### src/design/fa_pkg.sv
`timescale 1ns / 1ps
package fa_pkg;

  localparam int IN_W   = 16;
  localparam int MAG_W  = IN_W + 1;
  localparam int PROD_W = 31;          // 17x17 magnitude products stay below 2^31
  localparam int NUM_W  = PROD_W + 16;
  localparam int RW     = 48;          // divisor / remainder width
  localparam int FRAC   = 13;          // angle fraction bits, one division step per bit
  localparam int ANG_W  = 16;
  localparam int KW     = 15;

  localparam logic [KW-1:0]    K028    = 15'd18350;  // 0.28 in Q0.16
  localparam logic [ANG_W:0]   PI_FX   = 17'd25736;
  localparam logic [ANG_W:0]   HPI_FX  = 17'd12868;

  typedef struct packed {
    logic yneg;
    logic xneg;
    logic zneg;
    logic lo;      // |y| < |x|
    logic xzero;
    logic yzero;
  } side_t;

endpackage

### src/design/fa_div_cell.sv
`timescale 1ns / 1ps
module fa_div_cell (
  input  logic                   clk_i,
  input  logic                   rst_ni,
  input  logic                   en_i,
  input  logic                   valid_i,
  input  logic [fa_pkg::RW-1:0]  rem_i,
  input  logic [fa_pkg::RW-1:0]  den_i,
  input  logic [fa_pkg::FRAC-1:0] quo_i,
  input  fa_pkg::side_t          side_i,
  output logic                   valid_o,
  output logic [fa_pkg::RW-1:0]  rem_o,
  output logic [fa_pkg::RW-1:0]  den_o,
  output logic [fa_pkg::FRAC-1:0] quo_o,
  output fa_pkg::side_t          side_o
);

  logic [fa_pkg::RW:0]     sh;
  logic                    ge;
  logic [fa_pkg::RW:0]     diff;
  logic                    valid_q;
  logic [fa_pkg::RW-1:0]   rem_q, den_q;
  logic [fa_pkg::FRAC-1:0] quo_q;
  fa_pkg::side_t           side_q;

  // one restoring step
  assign sh   = {rem_i, 1'b0};
  assign ge   = sh >= {1'b0, den_i};
  assign diff = sh - {1'b0, den_i};

  always_ff @(posedge clk_i or negedge rst_ni) begin
    if (!rst_ni) begin
      valid_q <= 1'b0;
    end else if (en_i) begin
      valid_q <= valid_i;
    end
  end

  always_ff @(posedge clk_i) begin
    if (en_i) begin
      rem_q  <= ge ? diff[fa_pkg::RW-1:0] : sh[fa_pkg::RW-1:0];
      den_q  <= den_i;
      quo_q  <= {quo_i[fa_pkg::FRAC-2:0], ge};
      side_q <= side_i;
    end
  end

  assign valid_o = valid_q;
  assign rem_o   = rem_q;
  assign den_o   = den_q;
  assign quo_o   = quo_q;
  assign side_o  = side_q;

endmodule

### config.mk
export PLATFORM = sky130hd
export DESIGN_NAME = fa_div_cell
export DESIGN_NICKNAME = d
export VERILOG_FILES = /design/src/design/fa_pkg.sv /design/src/design/fa_div_cell.sv
export SDC_FILE = /design/constraint.sdc
export NUM_CORES = 1
export LEC_CHECK = 0
export BUFFER_PORTS_ARGS = -buffer_cell sky130_fd_sc_hd__buf_4
export CELL_PAD_IN_SITES_DETAIL_PLACEMENT = 0
export CELL_PAD_IN_SITES_GLOBAL_PLACEMENT = 1
export CORE_MARGIN = 1.5
export CORE_UTILIZATION = 35
export DETAILED_ROUTE_END_ITERATION = 12
export GPL_TIMING_DRIVEN = 1
export PLACE_DENSITY_LB_ADDON = 0.1
export SYNTH_ARGS = -nofsm -noshare
export SYNTH_HDL_FRONTEND = slang
export SYNTH_SLANG_ARGS = --single-unit
### constraint.sdc
create_clock -name clk_i -period 0.8 [get_ports clk_i]
set_input_delay 0.08 -clock clk_i [delete_from_list [all_inputs] [get_ports clk_i]]
set_output_delay 0.08 -clock clk_i [all_outputs]
set_load 0.02 [all_outputs]
Yosys cells after proc, flatten, opt, wreduce, memory -nomap -nowiden
Cells that the tools add are included.
W data, S select, Z words.
{ "totals": {"register_bits": 116, "out_inout_bits": 116} }
{ "op_classes": {"addsub": 1, "order_cmp": 1, "mux": 1} }
{ "ops": {"columns": ["op", "count"], "rows": [
  ["$ge A49 B48 Y1", 1],
  ["$mux W48", 1],
  ["$sub A48 B48 Y48", 1]
]} }

Longest topological paths before layout
{ "depth": {"word_depth": 2, "depth_mapped": 14, "ltp_nobuf": 11} }

Least setup slack after synthesis
No wires, ideal clock.
{ "synth_path": {"path_kind": "input -> register", "from": "input den_i[42] (netlist bit)", "to": "register rem_q (netlist bit rem_o[29]) (data pin)", "setup_time_ns": 0.260, "arrival_ns": 2.323, "required_ns": 0.540, "path_slack_ns": -1.783, "stages": 11, "path_buffers": 1, "cell_sequence": "inv_1 ha_1 a21o_1 a21o_1 a21o_1 a21o_1 a21o_1 a2111oi_0 a21boi_2 buf_6 mux2_2"} }
{ "synth_via": {"elab_chain_cells": 2} }
{ "synth_lines": {"columns": ["item", "line_no", "source"], "rows": [
  ["start: declaration", "fa_div_cell.sv:8", "input logic [fa_pkg::RW-1:0] den_i,"],
  ["$ge A49 B48 Y1", "fa_div_cell.sv:28", "assign ge = sh >= {1'b0, den_i};"],
  ["$mux W48", "fa_div_cell.sv:41", "rem_q <= ge ? diff[fa_pkg::RW-1:0] : sh[fa_pkg::RW-1:0];"],
  ["end signal: assignment", "fa_div_cell.sv:41", null],
  ["end: declaration", "fa_div_cell.sv:22", "logic [fa_pkg::RW-1:0] rem_q, den_q;"]
]} }
Every way passes these cells.
A chain may end at the register's enable or synchronous reset.

Final worst setup path
{ "layout_path": {"from": "input den_i[1] (netlist bit)", "to": "register rem_q (netlist bit rem_o[30]) (data pin)"} }
{ "layout_via": {"elab_chain_cells": 2} }
{ "layout_lines": {"columns": ["item", "line_no"], "rows": [
  ["$sub A48 B48 Y48 / $ge A49 B48 Y1 (equally long branches)", "fa_div_cell.sv:29, fa_div_cell.sv:28"],
  ["$mux W48 (*)", "fa_div_cell.sv:41"]
]} }
Mark *: on every way between the ends. The rest lies on a longest branch, timed or not.

==> results.toml <==
[clock_network]
h-tree-depth = 4
cts_root_buf = "clkbuf_16"
cts_buffers = 17
cts.clk_slew.worst_paths_ps = 60
clk_path_buf_depth = 2
cts_num_sinks = 116
hold_buffers = 105
clock_latency_ps = 420
cts_tree = "yes"

[worst_hold_path]
hp-class = "in2reg"

[status]
status = "finished, violations left"
violations = "hold timing, setup timing"

[synthesis]
synth-simple-area-share_pct = 13.5
syn_nets = 867
synth_mux_area_share_pct = 0.819
yosys_warnings = 0
ys_seq_area_share_pct = 49.5
ys_types = 61
async_flop_share_pct = 0.862
synth_xor_xnor_area_share_pct = 4.98
synth_edf_count = 115
synth_seq_cells = 116
syn_area_per_cell_um2 = 10.1
synth_compound_area_share_pct = 17.4
synth_ff_type = "edfxtp_1"
synth_cells = 699
syn_area_um2 = 7030
synth_top_family_by_area = "compound AO/OA/AOI/OAI gates"
synth-adder-area-share_pct = 8.83

[setup_path]
end_kind = "register"
cp_slowest_cell = "a211oi_4"
critPathTopFamily = "compound AO/OA/AOI/OAI gates"
path_buf_inv = 2
cp-start-kind = "input pin"
cp_slowest_stage_delay_ps = 380
criticalPathCategory = "in2reg"
crit_chain = "buf_6 -> buf_6 -> fa_2 -> nor2b_4 -> o2111ai_4 -> a211oi_4 -> o31ai_4 -> a211o_1 -> a21oi_2 -> o21bai_1 -> and3b_1 -> o31ai_4"
path_max_fanout = 4
critPathArrivalTime_ps = 2460
critPathRequiredTime_ps = 1060

[place]
dp_cells = 1370
dp_hpwl_um = 17900
portBuffers = 233
globalplace.congestion = 0.903

[global_route]
overflow = 0
grt_pass1_wl_um = 40400
antenna_found_initial = 0
track_usage_pct = 25.3
grt_max_degree = 51
grt_pass1_vias = 7896

[timing]
max-slew-margin-rel_pct = 71.4
rsz0062_at_grt = "yes"
finalCriticalPeriod_ps = 2200
hold_viol_final = 1
hold_ws_ps = -25.1
worstMarginPinSlew_ps = 430
fin_worst_skew_ps = 0
setup_ws_ps = -1400
setup_violations = 166
final_max_slew_viol_count = 0
max_freq_ghz = 0.454
period_share_pct = 275

[die]
core_um2 = 19600
die_w_um = 145
ioPinCount = 235
die_y_um = 145
initial_core_util_pct = 35.9
die_area_um2 = 20900
num_rows = 51

[final_layout]
regArea_um2 = 3480
final_cells = 1548
multi_input_area_um2 = 4060
drive_gt1_share_pct = 50.2
num-fill-cells = 1461
fin_nets = 1438
synthToLayoutAreaGrowth_pct = 99.9
diodes = 0

[drt]
drt_iter0_markers = 514
wl_per_cell_um = 17.4
wirelength_um = 27000
via_per_inst = 4.93
antenna_left = 0
drc = 0
num_vias = 7629
dr.pass1.iters = 7

[run]
drv_cap = 0

[power_and_ir_drop]
p_leak_uw = 0.00630
ir_drop_uv = 1440
p_per_area_nw_per_um2 = 1780
==> layer usage <==
metal / global-route usage, % / share of wire (%) / routed length, um / vias to the layer above
met2: 44.1 / 51 / 13700 / 269
met1: 31.2 / 42 / 11300 / 3624
met3: 5.30 / 5.4 / 1460 / 40
met4: 8.61 / 1.7 / 472 / 0
met5: 0 / 0 / 0 / -
li1: - / - / - / 3696
==> cell type report <==
| cell class | instances | area share [%] |
|---|---|---|
| clock buffers | 18 | 3.05 |
| well taps | 265 | 2.36 |
| clock inverters | 14 | 1.26 |
| flip-flops and latches | 116 | 24.8 |
| repair buffers | 579 | 38.0 |
| multi-input cells | 499 | 28.9 |
| inverters | 57 | 1.68 |
==> state kept, by name (all words and copies together) (netlist names) <==
name,flops
quo_o,13
rem_o,48
den_o,48
valid_o,1
side_o,6
==> cells in the mapped netlist, types with 3 or more instances <==
library cell	instances	share of area [%]
edfxtp_1	115	49
nand2_1	98	5.2
o21ai_0	67	4.8
inv_1	56	3.0
a21oi_1	55	3.9
ha_1	48	8.5
nor2_1	41	2.2
a21o_1	30	3.2
xor2_1	21	2.6
xnor2_1	19	2.4
clkbuf_1	14	0.75
nand4_1	13	1.2
nand2b_1	7	0.62
nand3_1	7	0.50
nor3_1	7	0.50
buf_2	6	0.43
nor2b_1	6	0.53
o31ai_1	6	0.64
a31oi_1	5	0.44
buf_4	5	0.53
o21bai_1	5	0.53
a21boi_0	4	0.43
nor4_1	4	0.36
o211ai_1	4	0.43
or3_1	4	0.36
a211o_1	3	0.37
a211oi_1	3	0.32
and4_1	3	0.37
or4_1	3	0.32
==> report_power, final <==
part | internal (uW) | total, uW | switching [uW]
Clock | 4940 | 7980 | 3050
Sequential | 7560 | 7910 | 346
Combinational | 4820 | 9060 | 4240
==> per-stage QoR <==
| step | setup WS, ps | instance area [um2] | util (%) | setup TNS, ps | power, uW |
|---|---|---|---|---|---|
| floorplan | -1540 | 7150 | - | -70660 | 11200 |
| global placement | -2110 | 10700 | 54.6 | -97290 | 14800 |
| detailed placement | -2140 | 10700 | 54.6 | -105060 | 14800 |
| CTS | -1330 | 13700 | 70.1 | -91150 | 24600 |
| global route | -1440 | 14100 | 71.8 | -99210 | 26000 |
| finish | -1400 | 14100 | 71.8 | -91450 | 25000 |
==> worst paths after layout <==
kind | startpoint | end | slack [ps] | depth (start not counted)
hold / removal | rem_i[36] | rem_o[37] | -30 | 2
setup reg to reg | valid_o | valid_o | 0 | 1
min in group asynchronous | rst_ni | valid_o | 520 | 3
setup / recovery | den_i[1] | rem_o[30] | -1400 | 12
max in group asynchronous | rst_ni | valid_o | 160 | 3
hold reg to reg | valid_o | valid_o | 560 | 1
==> logic make-up (layout without fill, tap and decap cells) <==
| logic type | count (synthesis) | in the layout |
|---|---|---|
| AO/OA/AOI/OAI | 200 | 200 |
| XOR/XNOR | 40 | 40 |
| flip-flops | 116 | 116 |
| AND/OR/NAND/NOR | 205 | 205 |
| buffers and inverters | 84 | 668 |
| adder cells (fa/ha/maj) | 49 | 49 |
| multiplexers | 5 | 5 |
==> repair_timing <==
action | 4_1_cts | 5_1_grt
endpoints found under the setup margin | 165 | 165
pin swaps | 48 | 36
endpoints found under the hold margin | 105 | 1
buffers inserted | 29 | 10
resized for setup | 253 | 86
gates cloned | 6 | 1
==> cells in the final DEF (no fill, tap or decap), drive strengths merged, types with 2 or more instances in the layout <==
cell type    netlist  routed
o211ai             4       4
a211oi             3       3
mux2               3       3
bufinv             0       3
xnor2             19      19
and2               2       2
nor2b              6       6
nor3b              2       2
nor3               7       7
or4                3       3
nand3              7       7
o22ai              2       2
nand2             98      98
o31ai              6       6
o21bai             5       5
clkbuf            15      19
a21boi             5       5
ha                48      48
and4               3       3
edfxtp           115     115
o2111ai            2       2
clkinv             0       8
inv               57      60
buf               12     473
nor2              41      41
a211o              3       3
a21oi             55      55
dlygate4sd3        0     105
xor2              21      21
mux2i              2       2
nand2b             7       7
a21o              30      30
nand3b             2       2
or3                4       4
o21ai             67      67
nor4               4       4
a31oi              5       5
nand4             13      13
o41ai              3       3
Power figures use the tool's default switching activity.
