### src/design/fa_pkg.sv
`timescale 1ns / 1ps
package fa_pkg;

  localparam int IN_W   = 16;
  localparam int MAG_W  = IN_W + 1;
  localparam int PROD_W = 31;          // 17x17 magnitude products stay below 2^31
  localparam int NUM_W  = PROD_W + 16;
  localparam int RW     = 48;          // divisor / remainder width
  localparam int FRAC   = 13;          // angle fraction bits, one division step per bit
  localparam int ANG_W  = 16;
  localparam int KW     = 15;

  localparam logic [KW-1:0]    K028    = 15'd18350;  // 0.28 in Q0.16
  localparam logic [ANG_W:0]   PI_FX   = 17'd25736;
  localparam logic [ANG_W:0]   HPI_FX  = 17'd12868;

  typedef struct packed {
    logic yneg;
    logic xneg;
    logic zneg;
    logic lo;      // |y| < |x|
    logic xzero;
    logic yzero;
  } side_t;

endpackage

### src/design/fa_front.sv
`timescale 1ns / 1ps
module fa_front (
  input  logic                          clk_i,
  input  logic                          rst_ni,
  input  logic                          en_i,
  input  logic                          valid_i,
  input  logic signed [fa_pkg::IN_W-1:0] y_i,
  input  logic signed [fa_pkg::IN_W-1:0] x_i,
  output logic                          valid_o,
  output logic [fa_pkg::RW-1:0]         num_o,
  output logic [fa_pkg::RW-1:0]         den_o,
  output fa_pkg::side_t                 side_o
);

  logic [fa_pkg::MAG_W-1:0] ay_d, ax_d, ay_q, ax_q;
  logic                     yneg_d, xneg_d;
  fa_pkg::side_t            s1_d, s1_q, s2_q, s3_q, s4_q;
  logic [3:0]               v_q;
  logic [2*fa_pkg::MAG_W-1:0] pxx, pyy, pxy;
  logic [fa_pkg::PROD_W-1:0]  pa_q, pb_q, pn_q;
  logic [fa_pkg::NUM_W-1:0]   big_q, num3_q;
  logic [fa_pkg::KW+fa_pkg::PROD_W-1:0] kp_q;
  logic [fa_pkg::RW-1:0]      num4_q, den4_q;

  assign yneg_d = y_i[fa_pkg::IN_W-1];
  assign xneg_d = x_i[fa_pkg::IN_W-1];
  assign ay_d   = yneg_d ? fa_pkg::MAG_W'(-{y_i[fa_pkg::IN_W-1], y_i}) : {1'b0, y_i};
  assign ax_d   = xneg_d ? fa_pkg::MAG_W'(-{x_i[fa_pkg::IN_W-1], x_i}) : {1'b0, x_i};

  always_comb begin
    s1_d.yneg  = yneg_d;
    s1_d.xneg  = xneg_d;
    s1_d.zneg  = (yneg_d != xneg_d) && (ay_d != '0);
    s1_d.lo    = ay_d < ax_d;
    s1_d.xzero = ax_d == '0;
    s1_d.yzero = ay_d == '0;
  end

  assign pxx = ax_q * ax_q;
  assign pyy = ay_q * ay_q;
  assign pxy = ax_q * ay_q;

  always_ff @(posedge clk_i or negedge rst_ni) begin
    if (!rst_ni) begin
      v_q <= '0;
    end else if (en_i) begin
      v_q <= {v_q[2:0], valid_i};
    end
  end

  always_ff @(posedge clk_i) begin
    if (en_i) begin
      // magnitudes
      ay_q <= ay_d;
      ax_q <= ax_d;
      s1_q <= s1_d;
      // products, leading term first
      pa_q <= s1_q.lo ? pxx[fa_pkg::PROD_W-1:0] : pyy[fa_pkg::PROD_W-1:0];
      pb_q <= s1_q.lo ? pyy[fa_pkg::PROD_W-1:0] : pxx[fa_pkg::PROD_W-1:0];
      pn_q <= pxy[fa_pkg::PROD_W-1:0];
      s2_q <= s1_q;
      // scale by 0.28
      big_q  <= {pa_q, 16'd0};
      kp_q   <= fa_pkg::K028 * pb_q;
      num3_q <= {pn_q, 16'd0};
      s3_q   <= s2_q;
      // divisor sum
      den4_q <= fa_pkg::RW'(big_q) + fa_pkg::RW'(kp_q);
      num4_q <= fa_pkg::RW'(num3_q);
      s4_q   <= s3_q;
    end
  end

  assign valid_o = v_q[3];
  assign num_o   = num4_q;
  assign den_o   = den4_q;
  assign side_o  = s4_q;

endmodule

### config.mk
export PLATFORM = sky130hd
export DESIGN_NAME = fa_front
export DESIGN_NICKNAME = d
export VERILOG_FILES = /design/src/design/fa_pkg.sv /design/src/design/fa_front.sv
export SDC_FILE = /design/constraint.sdc
export NUM_CORES = 2
export LEC_CHECK = 0
export BUFFER_PORTS_ARGS = -buffer_cell sky130_fd_sc_hd__buf_4
export CELL_PAD_IN_SITES_DETAIL_PLACEMENT = 1
export CELL_PAD_IN_SITES_GLOBAL_PLACEMENT = 1
export CORE_ASPECT_RATIO = 1.5
export CORE_MARGIN = 2
export CORE_UTILIZATION = 47
export DETAILED_ROUTE_END_ITERATION = 10
export PLACE_DENSITY_LB_ADDON = 0.3
export RECOVER_POWER = 100
export SLEW_MARGIN = 20
export SYNTH_ARGS = -nofsm -noshare
export SYNTH_HDL_FRONTEND = slang
export SYNTH_SLANG_ARGS = --single-unit
### constraint.sdc
create_clock -name clk_i -period 6.5 [get_ports clk_i]
set_clock_uncertainty 0.2 [all_clocks]
set_input_delay 1.3 -clock clk_i [delete_from_list [all_inputs] [get_ports clk_i]]
set_output_delay 1.3 -clock clk_i [all_outputs]
set_load 0.1 [all_outputs]
---- Word level (Yosys, flattened, before mapping) ----
Index checks and enable logic that the tools add are counted.
operators by class
  multiplexer cells ....................... 4
  equality and inequality tests ........... 1
  order comparisons ....................... 1
  multiply operators ...................... 4
  add/subtract/negate cells ............... 3
  reductions and logical operators ........ 4
operators with widths
  operator                                            count
  multiplier 17 x 17 -> 31 bit                        3
  2-to-1 mux 31 bit                                   2
  adder 47 x 46 -> 48 bit                             1
  multiplier 14 x 31 -> 45 bit, first input constant  1
  logical NOT 17 bit                                  2
  2-to-1 mux 17 bit                                   2
  negation 17 bit                                     2
  < comparator 17 bit                                 1
  nonzero test 17 bit                                 1
  logical AND 1 bit                                   1
  != test 1 bit                                       1
word-level totals
  output and inout port bits .............. 103
  logic and storage cells ................. 52
  flip-flop bits (word level) ............. 341
  input bits .............................. 36

---- Logic depth before layout (Yosys ltp) ----
  depth in word-level cells ............... 4
  gate-level depth with buffers ........... 25
  mapped depth without buffers ............ 23

---- Least setup slack after synthesis ----
Ideal clock, no wire load.
  path type ............................... register to register
  start point ............................. register ay_q[2] (netlist name)
  end point ............................... register pn_q[30] (netlist name), data pin
  required time ........................... 6,040 ps
  slack ................................... -231 ps
  stages on the path, launching flop included .. 25
  arrival time ............................ 6,271 ps
  clock period less this slack ............ 6,731 ps
  buffers on the path ..................... 2
  cells stage by stage .................... edfxtp_1 clkbuf_1 clkbuf_1 nand2_1 fa_1 inv_1 fa_1 inv_1 fa_1 inv_1 fa_1 inv_1 fa_1 inv_1 fa_1 ha_1 and4_1 a221oi_1 o21ai_0 a221o_1 o21ai_1 o211ai_1 a311o_1 a21oi_1 xnor2_1
on the way
  cells in the longest elaborated chain, start to end .. 1
RTL lines
  what                          line            source
  start: declaration            fa_front.sv:15  logic [fa_pkg::MAG_W-1:0] ay_d, ax_d, ay_q, ax_q;
  start signal: assignment      fa_front.sv:54  ay_q <= ay_d;
  multiplier 17 x 17 -> 31 bit  fa_front.sv:41  assign pxy = ax_q * ay_q;
  net pxy (one bit)             fa_front.sv:19  logic [2*fa_pkg::MAG_W-1:0] pxx, pyy, pxy;
  end signal: assignment        fa_front.sv:60  pn_q <= pxy[fa_pkg::PROD_W-1:0];
  end: declaration              fa_front.sv:20  logic [fa_pkg::PROD_W-1:0] pa_q, pb_q, pn_q;
The timed path passes the listed nets, and every way through them passes these cells.
A chain may end at the register's enable or synchronous reset.

---- Worst setup path in the final report ----
  start point ............................. register ay_q[4] (netlist name)
  end point ............................... register pb_q[30] (netlist name), data pin
on the way
  cells in the longest elaborated chain, start to end .. 2
RTL lines
  what                          line            source
  multiplier 17 x 17 -> 31 bit  fa_front.sv:40  assign pyy = ay_q * ay_q;
  2-to-1 mux 31 bit             fa_front.sv:59  pb_q <= s1_q.lo ? pyy[fa_pkg::PROD_W-1:0] : pxx[fa_pkg::PROD_W-1:0];
  end signal: assignment        fa_front.sv:59
  end: declaration              fa_front.sv:20
Every way passes these cells.

==> flow_summary.yaml <==
placement:
  dp_hpwl_um: 106000
  gp_congestion: 0.856
  io_buffers: 120
  place_ws_ns: -0.556
  place_inst: 6368
  placed_area_mm2: 0.0525
hold_path:
  holdCritPathClass: "register to register"
route:
  dr.pass1.iters: 5
  antenna_left: 0
  drc: 0
  drt_iter0_drc: 1145
  drt-total-wl_um: 130000
  viasPerCell: 5.19
  vias: 33921
  avgRoutedWirePerCell_um: 19.9
final_layout:
  drive_above_1_share_pct: 18.0
  n_fill_cell: 10951
  final_area_mm2: 0.0558
  fin_nets: 6534
  syn2layout_area_growth_pct: 18.4
  diodes: 0
  final_cells: 6531
global_routing:
  antenna_found_initial: 1
  grt_max_degree: 132
  grt_pass1_vias: 39988
  overflow: 0
  track_usage_pct: 25.4
  grt_pass1_wl_um: 205000
critical_path:
  required_ns: 6.61
  crit_top_cell: "inv_1"
  cp_num_buf_inv: 10
  critical-path-top-delay-family: "adder cells"
  cp.arrival_ns: 6.83
  start_kind: "register"
  critPathMaxStageDelay_ns: 0.58
  critical_path_class: "register to register"
  crit_fanout: 4
  crit_path_top_delay_cell: "fa_1"
  critPathCaptureType: "register"
logic_synthesis:
  synthXorXnorAreaFrac_pct: 3.53
  synth_compound_area_share_pct: 6.50
  synth_edf_count: 331
  synthSimpleGateAreaFrac_pct: 9.24
  synth-main-ff-cell: "edfxtp_1"
  syn_area_mm2: 0.0471
  synthCells: 4651
  yosysUniqueCellTypes: 82
  ys_ff_latch: 335
  synth.area.mux_share_pct: 0.988
  synthAdderAreaFrac_pct: 46.9
  synth_top_family_by_area: "adder cells"
  synthArstFlopShare_pct: 1.19
  seq_area_frac_synth_pct: 21.3
  yosysWarnings: 0
  syn_avg_cell_area_um2: 10.1
floorplan:
  die_w_um: 262
  die_h_um: 392
  rows: 142
  die_area_mm2: 0.103
  core_mm2: 0.0997
  initial_core_util_pct: 47.3
  io_pins: 139
sta:
  hold_viol_final: 0
  slew_headroom_pct: -85.0
  post-route-period-util_pct: 103
  fin_ws_ns: -0.220
  max_freq_mhz: 149
  period_needed_ns: 6.72
  rsz0062_at_grt: "true"
  tightest_slew_ns: 2.77
  setup_viol: 24
  final-max-slew-violation-count: 342
clocking:
  cts_made_buffers: 38
  clock_sinks: 335
  cts_tree: "built"
  root_buffer: "clkbuf_16"
  clockBufferDepth: 3
  clock_latency_ns: 0.61
  clk_pin_slew_worst_paths_ns: 0.06
  h-tree-depth: 2
run:
  drv_cap: 4
status:
  violations: "max-capacitance violations, max-slew violations, negative setup slack"
  outcome: "finished with violations"
Yosys cell counts (7+ instances only):
master / number / area share (%)
nand4_1: 15 / 0.20
o21bai_1: 17 / 0.27
ha_1: 500 / 13
nand2_1: 418 / 3.3
a21o_1: 85 / 1.4
xnor2_1: 130 / 2.4
nor3_1: 25 / 0.27
nand3_1: 32 / 0.34
or2_2: 9 / 0.12
fa_1: 792 / 34
a211oi_1: 7 / 0.11
o21ai_0: 87 / 0.92
nand2b_1: 28 / 0.37
inv_1: 1264 / 10
nor2_1: 105 / 0.84
o211ai_1: 11 / 0.18
mux2_2: 36 / 0.86
xor2_1: 60 / 1.1
and2_1: 196 / 2.6
clkbuf_1: 129 / 1.0
o31ai_1: 11 / 0.18
and3_1: 18 / 0.24
a21oi_1: 126 / 1.3
edfxtp_1: 331 / 21
buf_4: 19 / 0.30
o21a_1: 28 / 0.45
nor2b_1: 18 / 0.24
a31oi_1: 21 / 0.28
worst paths after layout:
check                      slack, ns             endpoint  cells past startpoint                  from
max in group asynchronous       5.61   v_q[0]$_DFFE_PN0P_                      1                rst_ni
min in group asynchronous       0.31   v_q[3]$_DFFE_PN0P_                      1                rst_ni
setup / recovery               -0.22   pb_q[30]$_DFFE_PP_                     27     ay_q[4]$_DFFE_PP_
hold / removal                  0.21  num_o[45]$_DFFE_PP_                      0  num3_q[45]$_DFFE_PP_
hold reg to reg                 0.21  num_o[45]$_DFFE_PP_                      0  num3_q[45]$_DFFE_PP_
setup reg to reg               -0.22   pb_q[30]$_DFFE_PP_                     27     ay_q[4]$_DFFE_PP_
sequential cells by signal (all words and copies together) (netlist names):
signal / cells
den_o: 46
kp_q: 44
num3_q: 31
num_o: 31
pn_q: 31
big_q: 30
pa_q: 30
pb_q: 30
ax_q: 17
ay_q: 17
s1_q: 6
s2_q: 6
s3_q: 6
side_o: 6
v_q: 4
logic make-up (layout without fill, tap and decap cells):
logic type,count (synthesis),after routing
buffers and inverters,1419,1977
adder cells (fa/ha/maj),1292,1292
AND/OR/NAND/NOR,906,906
AO/OA/AOI/OAI,465,465
flip-flops,335,335
XOR/XNOR,190,190
multiplexers,42,42
other,2,28
through the flow:
step / setup TNS, ns / util [%] / hold slack, ns
2_1_floorplan: 0 / - / 0.200
3_3_place_gp: -4.58 / 52.7 / 0.201
3_5_place_dp: -9.06 / 52.7 / 0.205
4_1_cts: -1.27 / 55.4 / 0.211
5_1_grt: -7.01 / 56.0 / 0.216
6_report: -2.99 / 56.0 / 0.210
cell usage in the layout (no fill, tap or decap), types with 25 or more instances in the layout:
cell       synthesis  routed
conb_1             2      28
xnor2_1          130     121
a21o_1            85      85
nand2b_1          28      28
buf_6              0      54
edfxtp_1         331     331
nand2_1          418     390
fa_1             792     759
o21a_1            28      26
nand3_1           32      25
ha_1             500     462
fa_2               0      33
mux2_2            36      30
buf_4             19     459
nor2_1           105      98
a21oi_1          126      99
o21ai_0           87      66
inv_1           1264    1210
clkbuf_1         129     108
ha_4               0      31
and2_1           196     176
xor2_1            60      57
clkbuf_16          0      39
inv_2              0      52
area by class of cell:
type / instances / area (um2) / area share, %
multi-input cells: 2923 / 33300 / 59.6
flip-flops and latches: 335 / 10000 / 18.0
repair buffers: 640 / 4940 / 8.86
inverters: 1268 / 4770 / 8.54
well taps: 1296 / 1620 / 2.91
clock buffers: 48 / 1010 / 1.81
clock inverters: 21 / 153 / 0.274
per-layer routing:
layer  share of wire [%]  global-route usage [%]  routed length (um)
met1                  35                    25.2               45300
met2                  57                    52.2               74200
met3                 2.6                    2.33                3360
met4                 5.7                    11.9                7370
met5               0.013                       0                  17
worst reg2reg max path: stages, from the launching register on:
cell and delay, ns:
edfxtp_1 0.38, clkbuf_1 0.21, buf_4 0.16, and2_4 0.17
inv_2 0.05, fa_1 0.58, inv_2 0.07, fa_2 0.56
inv_1 0.05, fa_2 0.52, inv_1 0.06, ha_4 0.22
fa_1 0.47, inv_1 0.05, fa_1 0.49, inv_1 0.07
ha_4 0.23, buf_4 0.15, a21o_1 0.20, a21oi_4 0.15
nand3_2 0.13, a41oi_2 0.23, buf_4 0.19, o2111ai_4 0.17
a31oi_4 0.26, a21oi_2 0.10, xnor2_2 0.21, o211ai_1 0.12
what timing repair did:
item / CTS / global route
hold buffers: 0 / 0
gates cloned: 1 / 0
gates resized for setup: 220 / 207
setup endpoints to repair: 43 / 53
buffers inserted: 68 / 35
pin swaps: 133 / 150
Power is not shown: default switching activity piles up to over one toggle a cycle in this logic, so the estimate is an artifact.
